==> src/rtl/tq_pkg.sv <==
`timescale 1ns / 1ps

package tq_pkg;

	// Default sizes of the queue.
	localparam int DEPTH_DEF      = 16;
	localparam int TIME_WIDTH_DEF = 32;

	// Fixed port widths.
	localparam int TAG_W       = 16;
	localparam int TIME_PORT_W = 32;
	localparam int OP_W        = 2;
	localparam int STATUS_W    = 3;

	// Request operation codes.
	typedef enum logic [OP_W-1:0] {
		OP_INSERT = 2'd0,
		OP_POP    = 2'd1,
		OP_REMOVE = 2'd2
	} op_t;

	// Result status codes.
	typedef enum logic [STATUS_W-1:0] {
		ST_INSERTED   = 3'd0,
		ST_FULL       = 3'd1,
		ST_POPPED     = 3'd2,
		ST_NONE_READY = 3'd3,
		ST_REMOVED    = 3'd4,
		ST_NOT_FOUND  = 3'd5
	} status_t;

	// Flags from the shared compare unit.
	typedef struct packed {
		logic time_lt;
		logic tag_eq;
	} cmp_res_t;

endpackage

==> src/rtl/tq_mem.sv <==
`timescale 1ns / 1ps

module tq_mem #(
	parameter int DEPTH      = tq_pkg::DEPTH_DEF,
	parameter int TIME_WIDTH = tq_pkg::TIME_WIDTH_DEF,
	localparam int AW        = $clog2(DEPTH)
) (
	input  logic                    clk,
	input  logic                    we,
	input  logic [AW-1:0]           waddr,
	input  logic [tq_pkg::TAG_W-1:0] wtag,
	input  logic [TIME_WIDTH-1:0]   wtime,
	input  logic [AW-1:0]           raddr,
	output logic [tq_pkg::TAG_W-1:0] rtag,
	output logic [TIME_WIDTH-1:0]   rtime
);

	logic [tq_pkg::TAG_W-1:0] tag_mem [DEPTH];
	logic [TIME_WIDTH-1:0]    time_mem [DEPTH];

	// One write port and one registered read port.
	always_ff @(posedge clk) begin
		if (we) begin
			tag_mem[waddr]  <= wtag;
			time_mem[waddr] <= wtime;
		end
		rtag  <= tag_mem[raddr];
		rtime <= time_mem[raddr];
	end

endmodule

==> src/rtl/tq_cmp.sv <==
`timescale 1ns / 1ps

module tq_cmp #(
	parameter int TIME_WIDTH = tq_pkg::TIME_WIDTH_DEF
) (
	input  logic [TIME_WIDTH-1:0]    a_time,
	input  logic [TIME_WIDTH-1:0]    b_time,
	input  logic [tq_pkg::TAG_W-1:0] a_tag,
	input  logic [tq_pkg::TAG_W-1:0] b_tag,
	output tq_pkg::cmp_res_t         res
);

	// Unsigned time order and tag match, shared by every walk of the sequencer.
	always_comb begin
		res.time_lt = (a_time < b_time);
		res.tag_eq  = (a_tag == b_tag);
	end

endmodule

==> src/rtl/time_ordered_task_queue.sv <==
`timescale 1ns / 1ps

// Channel   Ports                                       Handshake
// request   op, task_tag, due_time, now_time            start high while busy low
// result    status, out_tag, out_due_time, fill_count   done high for one cycle
//
// A request settled by the fill count alone (full or empty queue, unused code) gives done
// in the cycle after acceptance. Any other insert walks back from the tail, moving each
// entry due no earlier than the new task one place down. A pop or a remove walks the held
// entries through the single read port of the memory.
// Reset empties the queue at once; the entry memory itself is not cleared.
// The receiver cannot stall: a result is shown for exactly one cycle.
module time_ordered_task_queue #(
	parameter int DEPTH      = tq_pkg::DEPTH_DEF,
	parameter int TIME_WIDTH = tq_pkg::TIME_WIDTH_DEF,
	localparam int AW        = $clog2(DEPTH),
	localparam int CW        = $clog2(DEPTH + 1)
) (
	input  logic                           clk,
	input  logic                           arst_n,
	input  logic                           start,
	output logic                           busy,
	input  logic [tq_pkg::OP_W-1:0]        op,
	input  logic [tq_pkg::TAG_W-1:0]       task_tag,
	input  logic [tq_pkg::TIME_PORT_W-1:0] due_time,
	input  logic [tq_pkg::TIME_PORT_W-1:0] now_time,
	output logic                           done,
	output logic [tq_pkg::STATUS_W-1:0]    status,
	output logic [tq_pkg::TAG_W-1:0]       out_tag,
	output logic [tq_pkg::TIME_PORT_W-1:0] out_due_time,
	output logic [CW-1:0]                  fill_count
);

	typedef enum logic [4:0] {
		S_IDLE     = 5'b00001,
		S_HEAD     = 5'b00010,
		S_INS      = 5'b00100,
		S_INS_LAST = 5'b01000,
		S_WALK     = 5'b10000
	} state_t;

	state_t                   state_q, state_d;
	logic [CW-1:0]            cnt_q, cnt_d;
	logic [CW-1:0]            k_q, k_d;
	logic [CW-1:0]            wr_q, wr_d;
	logic                     found_q, found_d;
	logic                     pop_q, pop_d;
	logic [tq_pkg::TAG_W-1:0] tag_q, tag_d;
	logic [TIME_WIDTH-1:0]    due_q, due_d;
	logic [TIME_WIDTH-1:0]    now_q, now_d;
	logic                     done_q, done_d;
	tq_pkg::status_t          status_q, status_d;
	logic [tq_pkg::TAG_W-1:0] otag_q, otag_d;
	logic [TIME_WIDTH-1:0]    otime_q, otime_d;

	logic                     mem_we;
	logic [AW-1:0]            mem_waddr;
	logic [tq_pkg::TAG_W-1:0] mem_wtag;
	logic [TIME_WIDTH-1:0]    mem_wtime;
	logic [AW-1:0]            mem_raddr;
	logic [tq_pkg::TAG_W-1:0] rtag;
	logic [TIME_WIDTH-1:0]    rtime;

	logic [TIME_WIDTH-1:0]    cmp_a;
	logic [TIME_WIDTH-1:0]    cmp_b;
	tq_pkg::cmp_res_t         cmp;

	logic [CW-1:0]            cnt_m1;
	logic [CW-1:0]            k_m1;
	logic [CW-1:0]            k_m2;
	logic [CW-1:0]            k_p1;
	logic [CW-1:0]            wr_p1;
	logic                     skip;

	tq_mem #(
		.DEPTH      (DEPTH),
		.TIME_WIDTH (TIME_WIDTH)
	) u_mem (
		.clk   (clk),
		.we    (mem_we),
		.waddr (mem_waddr),
		.wtag  (mem_wtag),
		.wtime (mem_wtime),
		.raddr (mem_raddr),
		.rtag  (rtag),
		.rtime (rtime)
	);

	tq_cmp #(
		.TIME_WIDTH (TIME_WIDTH)
	) u_cmp (
		.a_time (cmp_a),
		.b_time (cmp_b),
		.a_tag  (rtag),
		.b_tag  (tag_q),
		.res    (cmp)
	);

	assign cnt_m1 = cnt_q - CW'(1);
	assign k_m1   = k_q - CW'(1);
	assign k_m2   = k_q - CW'(2);
	assign k_p1   = k_q + CW'(1);
	assign wr_p1  = wr_q + CW'(1);
	assign skip   = !pop_q && cmp.tag_eq;

	// Sequencer: decides the memory access, the compare operands and the next state.
	always_comb begin
		state_d   = state_q;
		cnt_d     = cnt_q;
		k_d       = k_q;
		wr_d      = wr_q;
		found_d   = found_q;
		pop_d     = pop_q;
		tag_d     = tag_q;
		due_d     = due_q;
		now_d     = now_q;
		done_d    = 1'b0;
		status_d  = status_q;
		otag_d    = otag_q;
		otime_d   = otime_q;
		mem_we    = 1'b0;
		mem_waddr = wr_q[AW-1:0];
		mem_wtag  = rtag;
		mem_wtime = rtime;
		mem_raddr = '0;
		cmp_a     = rtime;
		cmp_b     = due_q;
		case (state_q)
			S_IDLE: begin
				if (start) begin
					tag_d   = task_tag;
					due_d   = TIME_WIDTH'(due_time);
					now_d   = TIME_WIDTH'(now_time);
					otag_d  = '0;
					otime_d = '0;
					found_d = 1'b0;
					wr_d    = '0;
					case (op)
						tq_pkg::OP_INSERT: begin
							if (cnt_q == CW'(DEPTH)) begin
								status_d = tq_pkg::ST_FULL;
								done_d   = 1'b1;
							end else if (cnt_q == '0) begin
								// Empty queue: the new task becomes the head directly.
								mem_we    = 1'b1;
								mem_waddr = '0;
								mem_wtag  = task_tag;
								mem_wtime = TIME_WIDTH'(due_time);
								cnt_d     = CW'(1);
								status_d  = tq_pkg::ST_INSERTED;
								done_d    = 1'b1;
							end else begin
								k_d       = cnt_q;
								mem_raddr = cnt_m1[AW-1:0];
								state_d   = S_INS;
							end
						end
						tq_pkg::OP_POP: begin
							if (cnt_q == '0) begin
								status_d = tq_pkg::ST_NONE_READY;
								done_d   = 1'b1;
							end else begin
								mem_raddr = '0;
								state_d   = S_HEAD;
							end
						end
						tq_pkg::OP_REMOVE: begin
							if (cnt_q == '0) begin
								status_d = tq_pkg::ST_NOT_FOUND;
								done_d   = 1'b1;
							end else begin
								mem_raddr = '0;
								k_d       = '0;
								pop_d     = 1'b0;
								state_d   = S_WALK;
							end
						end
						default: begin
							status_d = tq_pkg::ST_NOT_FOUND;
							done_d   = 1'b1;
						end
					endcase
				end
			end
			S_INS: begin
				// Walk back from the tail, moving entries due at the same time or later one place down.
				mem_raddr = k_m2[AW-1:0];
				mem_we    = 1'b1;
				mem_waddr = k_q[AW-1:0];
				if (!cmp.time_lt) begin
					k_d = k_m1;
					if (k_q == CW'(1)) begin
						state_d = S_INS_LAST;
					end
				end else begin
					mem_wtag  = tag_q;
					mem_wtime = due_q;
					cnt_d     = cnt_q + CW'(1);
					status_d  = tq_pkg::ST_INSERTED;
					done_d    = 1'b1;
					state_d   = S_IDLE;
				end
			end
			S_INS_LAST: begin
				// Every held entry is due no earlier, so the new task takes the head.
				mem_we    = 1'b1;
				mem_waddr = '0;
				mem_wtag  = tag_q;
				mem_wtime = due_q;
				cnt_d     = cnt_q + CW'(1);
				status_d  = tq_pkg::ST_INSERTED;
				done_d    = 1'b1;
				state_d   = S_IDLE;
			end
			S_HEAD: begin
				// The head is due when the current time is not below its due time.
				cmp_a     = now_q;
				cmp_b     = rtime;
				mem_raddr = AW'(1);
				if (cmp.time_lt) begin
					status_d = tq_pkg::ST_NONE_READY;
					done_d   = 1'b1;
					state_d  = S_IDLE;
				end else begin
					otag_d  = rtag;
					otime_d = rtime;
					if (cnt_q == CW'(1)) begin
						cnt_d    = '0;
						status_d = tq_pkg::ST_POPPED;
						done_d   = 1'b1;
						state_d  = S_IDLE;
					end else begin
						k_d     = CW'(1);
						pop_d   = 1'b1;
						state_d = S_WALK;
					end
				end
			end
			S_WALK: begin
				// Compact the entries toward the head, dropping matching tags on a remove.
				mem_raddr = k_p1[AW-1:0];
				if (skip) begin
					found_d = 1'b1;
				end else begin
					mem_we = 1'b1;
					wr_d   = wr_p1;
				end
				if (k_q == cnt_m1) begin
					cnt_d  = skip ? wr_q : wr_p1;
					done_d = 1'b1;
					if (pop_q) begin
						status_d = tq_pkg::ST_POPPED;
					end else if (found_q || skip) begin
						status_d = tq_pkg::ST_REMOVED;
					end else begin
						status_d = tq_pkg::ST_NOT_FOUND;
					end
					state_d = S_IDLE;
				end else begin
					k_d = k_p1;
				end
			end
			default: begin
				state_d = S_IDLE;
			end
		endcase
	end

	// Control state.
	always_ff @(posedge clk or negedge arst_n) begin
		if (!arst_n) begin
			state_q <= S_IDLE;
			cnt_q   <= '0;
			done_q  <= 1'b0;
		end else begin
			state_q <= state_d;
			cnt_q   <= cnt_d;
			done_q  <= done_d;
		end
	end

	// Working and result payload.
	always_ff @(posedge clk) begin
		k_q      <= k_d;
		wr_q     <= wr_d;
		found_q  <= found_d;
		pop_q    <= pop_d;
		tag_q    <= tag_d;
		due_q    <= due_d;
		now_q    <= now_d;
		status_q <= status_d;
		otag_q   <= otag_d;
		otime_q  <= otime_d;
	end

	assign busy         = (state_q != S_IDLE);
	assign done         = done_q;
	assign status       = status_q;
	assign out_tag      = otag_q;
	assign out_due_time = tq_pkg::TIME_PORT_W'(otime_q);
	assign fill_count   = cnt_q;

endmodule

==> config.mk <==
export PLATFORM = sky130hd
export DESIGN_NAME = time_ordered_task_queue
export DESIGN_NICKNAME = d
export VERILOG_FILES = /design/src/rtl/tq_pkg.sv /design/src/rtl/tq_mem.sv /design/src/rtl/tq_cmp.sv /design/src/rtl/time_ordered_task_queue.sv
export SDC_FILE = /design/constraint.sdc
export NUM_CORES = 1
export LEC_CHECK = 0
export BUFFER_PORTS_ARGS = -buffer_cell sky130_fd_sc_hd__buf_2
export CAP_MARGIN = 20
export CORE_ASPECT_RATIO = 1.5
export CORE_MARGIN = 8
export CORE_UTILIZATION = 50
export CTS_CLUSTER_SIZE = 12
export DETAILED_ROUTE_END_ITERATION = 8
export GPL_TIMING_DRIVEN = 0
export PLACE_DENSITY_LB_ADDON = 0.05
export SYNTH_ARGS = -nofsm -noshare
export SYNTH_HDL_FRONTEND = slang
export SYNTH_HIERARCHICAL = 1
export SYNTH_SLANG_ARGS = --single-unit
==> constraint.sdc <==
create_clock -name clk -period 7.1 [get_ports clk]
set_clock_uncertainty 0.05 [all_clocks]
set_input_delay 1.42 -clock clk [delete_from_list [all_inputs] [get_ports clk]]
set_output_delay 1.42 -clock clk [all_outputs]
set_load 0.05 [all_outputs]
Yosys cells after proc, flatten, opt, wreduce, memory -nomap -nowiden
Memory sizes are Yosys's and may differ from the RTL's. A register that Yosys moved wholly into a read port is not among the register bits.
Cells that the tools add are included.
- memories: 2
- register bits: 154
- output and inout bits: 58
- logic and storage cells: 182
- memory bits (read-only): 0
- latch bits: 0
- memory bits (writable): 768
- input bits: 85
- multiplexer cells: 102
- bitwise operators: 0
- add/subtract/negate cells: 6
- reductions and logical operators: 20
- multipliers: 0
- magnitude comparators: 1
- shifts and indexed selects: 0
- div/mod/pow operators: 0
- eq/ne operators: 38
- memory list (memory ; words ; width ; read ports ; clocked after memory_dff ; write ports ; line ; RTL):
    u_mem.time_mem ; 16 ; 32 ; 1 ; 1 ; 1 ; tq_mem.sv:19 ; logic [TIME_WIDTH-1:0] time_mem [DEPTH];
    u_mem.tag_mem ; 16 ; 16 ; 1 ; 1 ; 1 ; tq_mem.sv:18 ; logic [tq_pkg::TAG_W-1:0] tag_mem [DEPTH];
- operator list (operator ; count):
    2-to-1 mux 32 bit ; 9
    2-to-1 mux 5 bit ; 28
    2-to-1 mux 16 bit ; 7
    case mux 32 bit (3 select lines) ; 1
    case mux 32 bit (2 select lines) ; 1
    case mux 16 bit (3 select lines) ; 1
    case mux 5 bit (4 select lines) ; 2
    < comparator 32 bit ; 1
    2-to-1 mux 4 bit ; 8
    case mux 16 bit (2 select lines) ; 1
    2-to-1 mux 3 bit ; 10
    case mux 5 bit (5 select lines) ; 1
    != test 2 bit (second input constant) ; 12
    != test 3 bit (second input constant) ; 8
    2-to-1 mux 1 bit ; 21
    case mux 5 bit (2 select lines) ; 2
    equality test 16 bit ; 1
    case mux 4 bit (4 select lines) ; 1
    AND reduction 8 bit ; 2
    adder 5 x 1 -> 5 bit (second input constant) ; 3
    equality test 5 x 1 -> 1 bit (second input constant) ; 3
    case mux 3 bit (5 select lines) ; 1
    case mux 5 bit (3 select lines) ; 1
    case mux 4 bit (3 select lines) ; 1
    other kinds (32) ; 41

Depth between registers and ports, before layout
Gate-level depths: netlist of run 1.
- word-level depth: 8
- depth in mapped cells: 19
- mapped depth without buffers: 17

Modules after synthesis
The synthesis of run 1 kept the hierarchy.
- by module, submodules not included (module ; area each (µm²) ; times used ; seq. area each (µm²) ; cells each):
    tq_mem ; 29691.0 ; 1 ; 24023.0 ; 1242
    time_ordered_task_queue ; 7698.6 ; 1 ; 4570.6 ; 679
    tq_cmp ; 948.4 ; 1 ; 0.0 ; 129

Worst setup path after synthesis of run 1
Ideal clock, no wire load.
- path kind: in2reg
- from: input op[1] in the netlist's numbering
- to: memory u_mem/tag_mem[0][0] in the netlist's numbering (enable)
- setup time: 513 ps
- setup slack: 24 ps
- data arrival time: 6513 ps
- stages: 10
- data required time: 6537 ps
- path buffers: 3
- path through: inv_1 ha_1 clkbuf_1 and4_1 buf_4 buf_2 nor2_1 a22o_1 or3b_2 nor3_1
- elaborated cells on any way between the ends: 9
- those cells by class: 8 x mux; 1 x reduce/logical
- RTL lines (item ; line ; RTL):
    start: declaration ; time_ordered_task_queue.sv:23 ; input logic [tq_pkg::OP_W-1:0] op,
    logical NOT 2 bit ; time_ordered_task_queue.sv:138 ; case (op)
    2-to-1 mux 4 bit ; time_ordered_task_queue.sv:138 ;
    2-to-1 mux 4 bit ; time_ordered_task_queue.sv:130 ; if (start) begin
    case mux 4 bit (3 select lines) ; time_ordered_task_queue.sv:128 ; case (state_q)
    via mem_waddr[3] ; time_ordered_task_queue.sv:57 ; logic [AW-1:0] mem_waddr;
    end: declaration ; tq_mem.sv:18 ;
The timed path passes the listed nets, and every way through them passes these cells.

==> impl_metrics.tcl, run 1 <==
set metrics [dict create \
    synth.net_count 2182 \
    post-dp-hpwl_um 74100 \
    crit_top_cell "nand2_1" \
    synthDistinctLibCells 66 \
    worstSetupPathType "reg2reg" \
    synthArstFlopShare_pct 1.13 \
    initial_core_util_pct 50.4 \
    postCtsHoldBufs 0 \
    arrival_ps 7150 \
    ant_nets 0 \
    antenna_found_initial 3 \
    htreeDepth 3 \
    power.density_nw_per_um2 388 \
    track_usage_pct 25.0 \
    p_sw_mw 5.44 \
    slowest_delay_ps 830 \
    sw_frac_of_total_pct 31.6 \
    gr-total-overflow 0 \
    die_area_um2 86000 \
    drt-pass1-iter-count 7 \
    leakage_nw 15.0 \
    grt_pass1_wl_um 156000 \
    synth-edff-count 911 \
    grt_max_degree 50 \
    post-route-period-util_pct 95.9 \
    first_global_vias 21900 \
    combinationalPowerShare_pct 26.4 \
    post-route-min-period_ps 6810 \
    dp_cells 3264 \
    vias_per_cell 6.13 \
    drc_errors 0 \
    worst_slack_ps 293 \
    io_pins 143 \
    clkTransAtPathRegs_ps 60 \
    clockRootBuffer "clkbuf_16" \
    synth_area_um2 38300 \
    cts_buffers 94 \
    worstSetupEndpointType "register" \
    status "finished, final reports clean" \
    start_kind "register" \
    synth.top_cells.by_area "edfxtp_1 (71%), mux4_2 (11%), dfxtp_1 (2.5%)" \
    syn_inst 2050 \
    tritoncts "yes" \
    clockPowerShare_pct 27.2 \
    worst_hold_slack_ps 550 \
    seq_power_share_pct 46.4 \
    final_common_cell "edfxtp_1" \
    stdcell_area_um2 44400 \
    cpLargestDelayFamily "buffers and inverters" \
    rsz0062_at_grt "false" \
    final_nets 2485 \
    avgRoutedWirePerCell_um 31.5 \
    crit_buf_inv 5 \
    hold_violations 0 \
    fin_util_pct 58.4 \
    fmax_mhz 147 \
    port_buffers 142 \
    cp_max_fo 16 \
    dp_slack_ps 58.5 \
    core_um2 76000 \
    ys_seq_area_share_pct 74.6 \
    clk_path_buf_depth 3 \
    crit_required_ps 7440 \
    cts.sinks 970 \
    cp_cell_sequence "nor2_2 -> nand3_1 -> inv_2 -> clkbuf_1 -> clkbuf_1 -> nand2_1 -> nand2_1 -> ha_1 -> a21o_1 -> a21o_1 -> a221oi_1 -> o21ai_0 -> a21oi_2 -> nand2_1 -> a21oi_2 -> clkdlybuf4s15_1 -> a222oi_1 -> inv_1" \
    dpl_cell_area_um2 41600 \
    routed_wl_um 108000 \
    fp.dieW_um 242 \
    synth_top_area_share_pct 71.4 \
    rows 124 \
    gp_congestion 0.891 \
    ys_ff_latch 970 \
    area_delta_synth_final_pct 15.9 \
    synth-main-ff-cell "edfxtp_1" \
    clk-insertion-delay-late_ps 650 \
    n_antenna_cell 0 \
    drt_iter0_drc 2185 \
    final-setup-viol-count 0 \
    die_h_um 355 \
    ys_warn_count 6 \
    drive_above_1_share_pct 24.0 \
    relSlewSlack_pct 22.4 \
    hold_class "reg2reg" \
    final_cell_mix "edfxtp_1 (911), mux4_2 (192), nand2_1 (178)" \
    drv_cap 0 \
    synth_top_cell_by_area "edfxtp_1" \
    avgSynthCellArea_um2 18.7 \
    peakVddDrop_uv 220 \
    worstMarginPinSlew_ps 1160 \
    crit_slowest_cell "clkdlybuf4s15_1" \
    intPower_mw 11.8 \
    vias 21100 \
    final_cells 3437 \
    slew_violations 0 \
]
==> power groups by stage <==
stage	combinational (mW)	sequential, mW	clock (mW)
after floorplan	2.65	8.37	0
after global placement	4.32	8.17	0
after detailed placement	4.57	8.11	0
after CTS	4.58	7.99	4.79
after global routing	4.90	8.04	4.98
final	4.54	7.99	4.69
==> state kept, by name, indices dropped and copies added, names as in the netlist <==
| signal | count |
|---|---|
| done | 1 |
| due_q | 32 |
| fill_count | 5 |
| found_q | 1 |
| k_q | 5 |
| now_q | 32 |
| out_due_time | 32 |
| out_tag | 16 |
| pop_q | 1 |
| state_q | 5 |
| status | 3 |
| tag_q | 16 |
| u_mem/rtag | 16 |
| u_mem/rtime | 32 |
| u_mem/tag_mem | 256 |
| u_mem/time_mem | 512 |
| wr_q | 5 |
==> final cells by class <==
cell class                 instances  area, um2
timing repair buffer             207       1850
fill                            5739      31600
inverter                          94        355
multi-input combinational        877       8980
clock inverter                     6       50.0
sequential                       970      28600
tap                             1008       1260
clock buffer                     166       2790
buffer                           109        541
==> synth_stat cells, types with 5 or more instances <==
cell      instances
nand3_1          11
ha_1             47
xor2_1            7
a222oi_1         48
a21o_1           36
nand2b_1          8
xnor2_1          28
nand2_1         178
a22oi_1          96
o21ai_1           5
mux4_2          192
buf_1            21
a21oi_1          20
o21ai_0          17
and2_1           50
edfxtp_1        911
dfxtp_1          48
buf_4            20
nor2_1           40
nand4_1           9
mux2_1            5
inv_1            92
dfrtp_1          10
buf_2            15
clkbuf_1         49
nor3_1           10
==> final timing paths <==
| check | start | to | slack [ps] | depth (start not counted) |
|---|---|---|---|---|
| setup / recovery | state_q[3]$_DFFE_PN0P_ | u_mem/time_mem[9][1]$_DFFE_PP_ | 290 | 18 |
| hold / removal | u_mem/rtime[0]$_DFF_P_ | out_due_time[0]$_SDFFCE_PN0P_ | 550 | 1 |
| setup reg to reg | state_q[3]$_DFFE_PN0P_ | u_mem/time_mem[9][1]$_DFFE_PP_ | 290 | 18 |
| hold reg to reg | u_mem/rtime[0]$_DFF_P_ | out_due_time[0]$_SDFFCE_PN0P_ | 550 | 1 |
| max in group asynchronous | arst_n | state_q[0]$_DFFE_PN1P_ | 6150 | 1 |
| min in group asynchronous | arst_n | fill_count[4]$_DFFE_PN0P_ | 590 | 1 |
==> metrics by stage <==
step	power (mW)	setup TNS (ps)
global route	17.9	0
detailed placement	12.7	0
floorplan	11.0	0
finish	17.2	0
global placement	12.5	-2674850
CTS	17.4	0
==> cells by family after synthesis <==
family	count (synthesis)	share of synthesized area (%)
XOR/XNOR	35	0.800
AND/OR/NAND/NOR	330	3.96
buffers and inverters	203	2.31
AO/OA/AOI/OAI	266	5.34
adder cells (fa/ha/maj)	47	1.53
flip-flops	970	74.6
multiplexers	199	11.5
==> layer usage <==
metal  vias up  global-route usage (%)  part of all wire (%)
li1       8862                       -                     -
met1     11100                    32.6                    39
met2       947                    43.1                    51
met3       162                    3.79                   6.9
met4         4                    8.44                   2.9
met5         -                       0                 0.018
==> repair_timing <==
item	CTS	global route
buffers inserted	0	0
endpoints found under the setup margin	0	162
resized for setup	0	5
Note: power is estimated with default switching activity, not from simulation.
==> inputs of run 2 (changes only) <==
Settings changed: CORE_ASPECT_RATIO 1.5 to 0.9, HOLD_SLACK_MARGIN from default to 0.1, REMOVE_ABC_BUFFERS from default to 1.
==> impl_metrics.tcl, run 2 (synthesized netlist as in run 1, its figures left out) <==
set metrics [dict create \
    clockRootBuffer "clkbuf_16" \
    min_to "out_due_time[0]$_SDFFCE_PN0P_" \
    cp_max_fo 45 \
    worstSetupPathType "reg2reg" \
    crit_buf_inv 6 \
    power.density_nw_per_um2 385 \
    crit_required_ps 7350 \
    post-route-min-period_ps 6780 \
    n_antenna_cell 0 \
    gp_congestion 0.805 \
    clockPowerShare_pct 27.7 \
    core_um2 76000 \
    final_common_cell "edfxtp_1" \
    seq_power_share_pct 46.0 \
    antenna_found_initial 4 \
    worstSetupEndpointType "register" \
    clk-insertion-delay-late_ps 660 \
    final_cell_mix "edfxtp_1 (911), mux4_2 (192), nand2_1 (178)" \
    post-route-period-util_pct 95.5 \
    peakVddDrop_uv 243 \
    rows 96 \
    slowest_delay_ps 730 \
    regMostFlops "u_mem/time_mem" \
    start_kind "register" \
    first_global_vias 21000 \
    htreeDepth 3 \
    routed_wl_um 98100 \
    hold_start "u_mem/rtime[0]$_DFF_P_" \
    io_pins 143 \
    status "finished, final reports clean" \
    combinationalPowerShare_pct 26.3 \
    track_usage_pct 22.8 \
    final-setup-viol-count 0 \
    finalPower_mw 17.3 \
    gr-total-overflow 0 \
    fmax_mhz 147 \
    vias_per_cell 6.04 \
    port_buffers 142 \
    cpLargestDelayFamily "compound AO/OA/AOI/OAI gates" \
    clk_path_buf_depth 3 \
    leakage_nw 15.2 \
    grt_max_degree 47 \
    initial_core_util_pct 50.4 \
    dpl_cell_area_um2 42000 \
    final_nets 2420 \
    tritoncts "yes" \
    largest_reg_flops 512 \
    fin_tns_setup_ps 0 \
    r2r-start "state_q[4]$_DFFE_PN0P_" \
    r2r_cells 18 \
    stdcell_area_um2 45000 \
    area_delta_synth_final_pct 17.3 \
    vias 20500 \
    fin_util_pct 59.1 \
    holdPathStages 1 \
    clkTransAtPathRegs_ps 60 \
    hold_violations 0 \
    drv_cap 0 \
    rsz0062_at_grt "false" \
    drt-pass1-iter-count 9 \
    hold_class "reg2reg" \
    p_sw_mw 5.33 \
    worstMarginPinSlew_ps 991 \
    ant_nets 0 \
    worst_hold_slack_ps 543 \
    relSlewSlack_pct 33.6 \
    avgRoutedWirePerCell_um 28.9 \
    drc_errors 0 \
    drt_iter0_drc 2152 \
    grt_pass1_wl_um 143000 \
    die_area_um2 85800 \
    crit_slowest_cell "a221oi_1" \
    reg_top3 "u_mem/time_mem (512), u_mem/tag_mem (256)" \
    arrival_ps 7030 \
    sw_frac_of_total_pct 30.8 \
    cts_buffers 98 \
    intPower_mw 12.0 \
    fp.dieW_um 308 \
    post-dp-hpwl_um 63200 \
    r2r-end "u_mem/time_mem[0][30]$_DFFE_PP_" \
    cp_cell_sequence "nor2_1 -> nand3_4 -> buf_16 -> inv_4 -> buf_16 -> and2_1 -> a21o_1 -> inv_1 -> ha_1 -> a21oi_1 -> o21ai_0 -> a221oi_1 -> o21ai_0 -> a21oi_4 -> o22ai_4 -> buf_12 -> a222oi_1 -> inv_1" \
    slew_violations 0 \
    die_h_um 279 \
    drive_above_1_share_pct 25.4 \
    r2r_slack_ps 320 \
    postCtsHoldBufs 0 \
    cts.sinks 970 \
]
-- run 2: through the flow --
step | setup WS [ps] | instances
2_1_floorplan | -15340 | 1941
3_3_place_gp | -27620 | 3112
3_5_place_dp | -100 | 3213
4_1_cts | 120 | 3389
5_1_grt | 2.24 | 3393
6_report | 318 | 3393
-- run 2: repair_timing --
item | in CTS | in global routing
setup endpoints to repair | 287 | 170
pin swaps | 0 | 1
endpoints found under the hold margin | 0 | 0
resized for setup | 1 | 0
buffers inserted | 0 | 4
-- run 2: area by class of cell --
class,count,area [um2]
clock inverters,22,166
repair buffers,247,2700
inverters,94,358
well taps,1029,1290
clock buffers,154,2770
multi-input cells,877,9080
fillers,5670,31100
flip-flops and latches,970,28600
-- run 2: how the worst max path moves through the flow --
stage / startpoint / to / slack (ps) / depth (start not counted)
global route: state_q[3]$_DFFE_PN0P_ / u_mem/time_mem[0][30]$_DFFE_PP_ / 2 / 18
CTS: state_q[3]$_DFFE_PN0P_ / status[0]$_DFFE_PP_ / 120 / 18
finish: state_q[4]$_DFFE_PN0P_ / u_mem/time_mem[0][30]$_DFFE_PP_ / 320 / 18
detailed placement: state_q[3]$_DFFE_PN0P_ / status[1]$_DFFE_PP_ / -100 / 18
global placement: start / u_mem/rtag[15]$_DFF_P_ / -27620 / 8
floorplan: start / u_mem/rtag[0]$_DFF_P_ / -15340 / 7
-- run 2: power by group through the flow --
stage	combinational, mW	clock [mW]	sequential (mW)
detailed placement	4.59	0	8.09
global route	4.95	5.11	8.03
global placement	5.26	0	8.16
floorplan	3.34	0	8.38
finish	4.56	4.79	7.98
CTS	4.61	4.90	7.98
-- run 2: layer usage --
layer / up-vias / global-route usage (%) / share of wire, %
met5: - / 0 / 0
met4: 0 / 5.52 / 2.1
met1: 10900 / 32.6 / 43
met3: 132 / 3.57 / 6.2
li1: 8726 / - / -
met2: 741 / 36.9 / 49
